$ cat config.mk
export PLATFORM = sky130hd
export DESIGN_NAME = label_rank_colorizer
export DESIGN_NICKNAME = d
export VERILOG_FILES = /design/src/hw/rtl/lrc_pkg.sv /design/src/hw/rtl/label_rank_colorizer.sv
export SDC_FILE = /design/constraint.sdc
export NUM_CORES = 1
export LEC_CHECK = 0
export BUFFER_PORTS_ARGS = -buffer_cell sky130_fd_sc_hd__buf_2
export CAP_MARGIN = 10
export CORE_MARGIN = 4
export CORE_UTILIZATION = 44
export DETAILED_ROUTE_END_ITERATION = 10
export PLACE_DENSITY = 0.62
export SYNTH_ARGS = -nofsm -noshare
export SYNTH_HDL_FRONTEND = slang
export SYNTH_SLANG_ARGS = --single-unit
$ cat constraint.sdc
create_clock -name i_clk -period 11.9 [get_ports i_clk]
set_clock_uncertainty 0.05 [all_clocks]
set_input_delay 2.975 -clock i_clk [delete_from_list [all_inputs] [get_ports i_clk]]
set_output_delay 2.975 -clock i_clk [all_outputs]
set_load 0.05 [all_outputs]
$ cat src/hw/rtl/lrc_pkg.sv
// lrc_pkg: shared types, palette and helpers for the label rank colouriser.
// No dependencies.
package lrc_pkg;

    typedef struct packed {
        logic [7:0] red;
        logic [7:0] green;
        logic [7:0] blue;
    } t_rgb;

    localparam int unsigned CHUNK_BITS = 16;

    localparam logic CMD_SURVEY   = 1'b0;
    localparam logic CMD_COLORIZE = 1'b1;

    localparam logic [7:0] RED_MUL   = 8'd73;
    localparam logic [7:0] GREEN_MUL = 8'd151;
    localparam logic [7:0] BLUE_MUL  = 8'd211;

    localparam t_rgb PALETTE [16] = '{
        '{8'd0,   8'd0,   8'd0},
        '{8'd255, 8'd0,   8'd0},
        '{8'd0,   8'd255, 8'd0},
        '{8'd0,   8'd0,   8'd255},
        '{8'd255, 8'd255, 8'd0},
        '{8'd255, 8'd0,   8'd255},
        '{8'd0,   8'd255, 8'd255},
        '{8'd255, 8'd128, 8'd0},
        '{8'd128, 8'd0,   8'd255},
        '{8'd255, 8'd192, 8'd203},
        '{8'd128, 8'd128, 8'd128},
        '{8'd255, 8'd165, 8'd0},
        '{8'd0,   8'd128, 8'd0},
        '{8'd128, 8'd0,   8'd0},
        '{8'd0,   8'd0,   8'd128},
        '{8'd128, 8'd128, 8'd0}
    };

    function automatic logic [4:0] popcount16(input logic [15:0] bits);
        logic [4:0] cnt;
        cnt = 5'd0;
        for (int i = 0; i < 16; i++) begin
            cnt = cnt + 5'(bits[i]);
        end
        return cnt;
    endfunction

endpackage

$ cat src/hw/rtl/label_rank_colorizer.sv
// label_rank_colorizer: presence map, chunked rank counter and colour lookup.
// Depends on lrc_pkg.
//
// Channel   | Ports                                   | Handshake
// ----------+-----------------------------------------+--------------------------
// command   | i_cmd, i_frame_start, i_label           | start & !busy
// colour    | o_red, o_green, o_blue                  | o_valid, one-cycle strobe
//
// Survey transaction: busy stays low, no result.
// Colourise transaction: busy in ST_COUNT then ST_DONE (label present) or
// ST_DONE only (absent); the rank counter adds one 16-bit map chunk per cycle.
// Strobe comes in the cycle busy falls. Synchronous active-low reset clears
// the presence map at once. The receiver cannot stall; results are not held.
module label_rank_colorizer #(
    parameter int unsigned LABEL_COUNT = 256
) (
    input  logic       i_clk,
    input  logic       i_rst_n,
    input  logic       start,
    output logic       busy,
    input  logic       i_cmd,
    input  logic       i_frame_start,
    input  logic [7:0] i_label,
    output logic       o_valid,
    output logic [7:0] o_red,
    output logic [7:0] o_green,
    output logic [7:0] o_blue
);

    localparam int unsigned NCHUNK  = (LABEL_COUNT + lrc_pkg::CHUNK_BITS - 1)
                                      / lrc_pkg::CHUNK_BITS;
    localparam int unsigned MAP_W   = NCHUNK * lrc_pkg::CHUNK_BITS;
    localparam int unsigned CHUNK_W = (NCHUNK > 1) ? $clog2(NCHUNK) : 1;

    localparam logic [1:0] ST_IDLE  = 2'd0;
    localparam logic [1:0] ST_COUNT = 2'd1;
    localparam logic [1:0] ST_DONE  = 2'd2;

    logic [1:0]       r_state, n_state;
    logic [MAP_W-1:0] r_map,   n_map;
    logic [7:0]       r_label, n_label;
    logic [3:0]       r_chunk, n_chunk;
    logic [7:0]       r_rank,  n_rank;
    logic             r_hit,   n_hit;
    logic             r_valid;
    lrc_pkg::t_rgb    r_rgb,   w_rgb;

    logic             w_accept;
    logic             w_in_range;
    logic             w_present;
    logic [15:0]      w_chunk_bits;
    logic [15:0]      w_mask;
    logic             w_last;

    assign w_accept   = start && !busy;
    assign w_in_range = (32'(i_label) < LABEL_COUNT);
    assign w_present  = w_in_range && r_map[i_label];

    assign w_chunk_bits = r_map[r_chunk[CHUNK_W-1:0] * lrc_pkg::CHUNK_BITS +: 16];
    assign w_last       = (r_chunk == r_label[7:4]);
    assign w_mask       = w_last ? ((16'd1 << r_label[3:0]) - 16'd1) : 16'hFFFF;

    always_comb begin
        if (!r_hit) begin
            w_rgb = '0;
        end else if (r_rank < 8'd16) begin
            w_rgb = lrc_pkg::PALETTE[r_rank[3:0]];
        end else begin
            w_rgb.red   = r_rank * lrc_pkg::RED_MUL;
            w_rgb.green = r_rank * lrc_pkg::GREEN_MUL;
            w_rgb.blue  = r_rank * lrc_pkg::BLUE_MUL;
        end
    end

    always_comb begin
        n_state = r_state;
        n_map   = r_map;
        n_label = r_label;
        n_chunk = r_chunk;
        n_rank  = r_rank;
        n_hit   = r_hit;
        case (r_state)
            ST_IDLE: begin
                if (w_accept) begin
                    if (i_cmd == lrc_pkg::CMD_SURVEY) begin
                        if (i_frame_start) begin
                            n_map = '0;
                        end
                        if (w_in_range) begin
                            n_map[i_label] = 1'b1;
                        end
                    end else begin
                        n_label = i_label;
                        n_chunk = 4'd0;
                        n_rank  = 8'd0;
                        n_hit   = w_present;
                        n_state = w_present ? ST_COUNT : ST_DONE;
                    end
                end
            end
            ST_COUNT: begin
                n_rank  = r_rank + 8'(lrc_pkg::popcount16(w_chunk_bits & w_mask));
                n_chunk = r_chunk + 4'd1;
                if (w_last) begin
                    n_state = ST_DONE;
                end
            end
            ST_DONE: begin
                n_state = ST_IDLE;
            end
            default: begin
                n_state = ST_IDLE;
            end
        endcase
    end

    always_ff @(posedge i_clk) begin
        if (!i_rst_n) begin
            r_state <= ST_IDLE;
            r_map   <= '0;
            r_hit   <= 1'b0;
            r_valid <= 1'b0;
        end else begin
            r_state <= n_state;
            r_map   <= n_map;
            r_hit   <= n_hit;
            r_valid <= (r_state == ST_DONE);
        end
    end

    always_ff @(posedge i_clk) begin
        r_label <= n_label;
        r_chunk <= n_chunk;
        r_rank  <= n_rank;
        if (r_state == ST_DONE) begin
            r_rgb <= w_rgb;
        end
    end

    assign busy    = (r_state != ST_IDLE);
    assign o_valid = r_valid;
    assign o_red   = r_rgb.red;
    assign o_green = r_rgb.green;
    assign o_blue  = r_rgb.blue;

    a_strobe_single: assert property (@(posedge i_clk) disable iff (!i_rst_n)
        o_valid |=> !o_valid)
        else $error("result strobe held for two cycles");

    a_strobe_idle: assert property (@(posedge i_clk) disable iff (!i_rst_n)
        o_valid |-> !busy)
        else $error("result strobe while busy");

    a_chunk_bound: assert property (@(posedge i_clk) disable iff (!i_rst_n)
        (r_state == ST_COUNT) |-> (r_chunk <= r_label[7:4]))
        else $error("rank counter ran past the label chunk");

    a_survey_quick: assert property (@(posedge i_clk) disable iff (!i_rst_n)
        (w_accept && i_cmd == lrc_pkg::CMD_SURVEY) |=> !busy)
        else $error("survey transaction made the block busy");

    a_absent_black: assert property (@(posedge i_clk) disable iff (!i_rst_n)
        (r_state == ST_DONE && !r_hit) |=> (o_red == 8'd0 && o_green == 8'd0
                                            && o_blue == 8'd0))
        else $error("absent label did not give black");

endmodule
==> results by group <==
Clock network
  • # resized after CTS: 0
  • TritonCTS clock tree: yes
  • Clk buf depth: 3
  • CTS Hold Bufs: 0
  • CTS sink count: approximately 300
  • Clk slew on worst S/H paths: about 0.06 ns
  • Number of setup buffers added after CTS: 0
  • Root Buffer: clkbuf_16
  • Htree depth: 2
  • Worst-Skew Late Latency: ~0.54 ns
  • Num CTS Buffers: 35

Power and ir drop
  • Comb power frac: about 14%
  • Pwr dens: 131 nW/um2
  • Clk pwr share: between 40% and 50%
  • Sw Pwr: 685 uW
  • Leakage power: about 0.0067 uW
  • Reg power frac: 41.8%
  • Max IR drop VDD: ~0.074 mV
  • Int Pwr: 1860 uW
  • Switching fraction of total power: 26.9%

Placed design
  • Placed cell count: 2,080
  • DP HPWL: 36,800 um
  • Port Buf Inserts: 38
  • Dpl cell area: approximately 18,000 um2
  • GPL Wtd Cong: roughly 0.95
  • DP Worst Slack: between 5 and 6 ns

Timing
  • Setup tns final: 0 ns
  • Peak Freq: between 150 and 200 MHz
  • Count of final hold-check violations: 0
  • Final worst path period need: 6.36 ns
  • Slew @ Worst Pin: ~1.1 ns
  • Final WS setup: 5.54 ns
  • Final Max Slew Viols: 0
  • Final Cycle Share: 53.5%
  • Setup Viol. Count Final: 0
  • Max-Slew Margin vs Limit: 25.3%
  • RSZ-0062 raised after global routing: false

Logic synthesis
  • Async set-reset flop share out of synthesis: 0%
  • Syn nets: 1,719
  • Top cells by count, synth: nor2b_1 (274), dfxtp_1 (260), a22oi_1 (251)
  • Syn Inst Count: 1,630
  • Sequential share of the synthesized area: about 37%
  • Distinct cells, synth: 67
  • Primary FF master, synth: dfxtp_1
  • Share of the synthesized area in the top cell type: between 20 and 30%
  • Post-Syn Area: around 18,000 um2
  • Count leader, synth: nor2b_1
  • Synth top area cells: dfxtp_1 (29%), mux4_2 (15%), a22oi_1 (11%)
  • Yosys warning total: 0
  • Post-synth EDFFs: between 40 and 50
  • Syn_area_per_cell: about 11 um2
  • Leading area contributor after synthesis: dfxtp_1
  • Synth Register Bits: a little over 300

Job
  • Max-cap violation count: 0

Worst hold path
  • Hold Path Sink: r_map[151]
  • Hold Path Depth: 2
  • Min-delay src: r_map[151]
  • Hold Path Class: flop to flop

GRT
  • First-pass GRT wire length: 82,900 um
  • GRT Overall Usage: 24.1%
  • Vias in the first global route: 13,100
  • Largest net degree at the start of global routing: 167
  • Grt total ovfl: 0
  • Initial antenna violation count: 2

Critical path
  • Worst r2r dst: r_rank[6]
  • CP Capture Type: flop
  • WP data required: ~12 ns
  • R2R Setup Slk: about 5.5 ns
  • CP max FO: 35
  • Worst Path Arrival: approximately 6.6 ns
  • Worst Setup Start Kind: flop
  • Critical path type: flop to flop
  • Reg2Reg Depth: 18
  • R2r startpoint: r_chunk[0]

Route
  • Remaining DRCs: 0
  • Drt initial violations: ~1,700
  • DR vias/cell: 6.39
  • Detail Route Antenna Nets: 0
  • Detailed Route WL: approximately 54,000 um
  • Total number of vias: about 14,000
  • Routed len/inst: ~25 um
  • Drt pass-1 iters: 6

Floorplanning
  • Starting Density: 44.6%
  • DIE AREA: 43,500 um2
  • Die Ht: ~210 um
  • DIE WIDTH: between 200 and 250 um
  • Num ports: 39
  • Std cell rows: 73
  • Core Area: between 30,000 and 40,000 um2

Cells and area
  • Layout cells sized above 1: between 10% and 20%
  • P&R area growth vs syn: 9.99%
  • Nets: 1,682
  • Non-Filler Instances: ~2,100
  • Design Area, Final: just under 20,000 um2

Outcome
  • Status: complete, no violations
## how the worst max path moves through the flow
stage                     startpoint         to  slack, ns  cells past startpoint
after floorplan           r_chunk[0]  r_rank[6]       5.86                     20
after global placement    r_chunk[0]  r_rank[6]       5.50                     18
after detailed placement  r_chunk[0]  r_rank[6]       5.51                     18
after CTS                 r_chunk[0]  r_rank[6]       5.49                     18
after global routing      r_chunk[0]  r_rank[6]       5.19                     18
final                     r_chunk[0]  r_rank[6]       5.54                     18
## cell usage in the layout (no fill, tap or decap), types with 10 or more instances in the layout
cell / count
nor2b_1: 273
dfxtp_1: 260
a22oi_1: 251
mux4_2: 118
inv_1: 60
ha_1: 53
nand2_1: 47
edfxtp_1: 44
buf_4: 42
nor2_1: 41
clkbuf_16: 37
buf_2: 36
mux2i_1: 33
fa_1: 23
a21boi_0: 22
a21oi_1: 21
xnor2_1: 20
o21ai_0: 18
nor3_2: 16
xor2_1: 13
mux4_1: 13
and2_1: 11
nor3_1: 10
a32oi_1: 10
## through the flow
| step | utilization [%] | hold slack, ns | power (uW) |
|---|---|---|---|
| 2_1_floorplan | - | 0.438 | 1370 |
| 3_3_place_gp | 46.0 | 0.480 | 1450 |
| 3_5_place_dp | 46.0 | 0.500 | 1460 |
| 4_1_cts | 49.0 | 0.517 | 2570 |
| 5_1_grt | 49.0 | 0.539 | 2640 |
| 6_report | 49.0 | 0.511 | 2550 |
## flip-flops by register name, indices dropped and copies added (netlist names), 2 cells and up
name / cells
r_state: 2
o_blue: 8
o_red: 8
r_map: 256
r_chunk: 4
o_green: 8
r_label: 8
r_rank: 8
## metal layers
metal	routed length [um]	global-route usage, %
met3	5450	5.70
met5	0	0
met4	1970	8.33
met1	22500	34.4
met2	24000	36.0
## worst max-delay path, cell delays in order, from the launching register on
cell and delay, ns:
edfxtp_1 0.34, buf_4 0.55, mux4_2 0.59, mux4_2 0.51
and2_1 0.19, fa_1 0.50, inv_1 0.05, fa_1 0.46
fa_1 0.54, inv_1 0.05, fa_1 0.50, fa_1 0.47
fa_1 0.41, a21o_1 0.19, a21oi_1 0.16, nor2b_1 0.08
o21ai_0 0.20, xnor2_1 0.15, nor2_1 0.05
## cell families (layout without fill, tap and decap cells)
| kind of cell | after synthesis | count (layout) | synth area share, % |
|---|---|---|---|
| AND/OR/NAND/NOR | 452 | 452 | 14.9 |
| multiplexers | 169 | 169 | 19.1 |
| buffers and inverters | 216 | 204 | 5.27 |
| flip-flops | 304 | 304 | 36.9 |
| other | 0 | 1 | 0 |
| XOR/XNOR | 34 | 34 | 1.76 |
| adder cells (fa/ha/maj) | 76 | 76 | 6.35 |
| AO/OA/AOI/OAI | 379 | 379 | 15.8 |
## power groups by stage
stage                     combinational [uW]  sequential (uW)  clock, uW
after floorplan                          276             1100          0
after global placement                   365             1090          0
after detailed placement                 370             1090          0
after CTS                                372             1070       1130
after global routing                     410             1070       1170
final                                    371             1070       1110
## layout make-up
type	instances	area, um2
Sequential cell	304	6530
Fill cell	3564	20300
Clock inverter	10	129
Clock buffer	52	1060
Antenna cell	1	2.50
Tap cell	525	657
Inverter	62	233
Multi-Input combinational cell	1110	10300
Timing Repair Buffer	80	522
No activity file was read; power rests on OpenSTA's default activity.
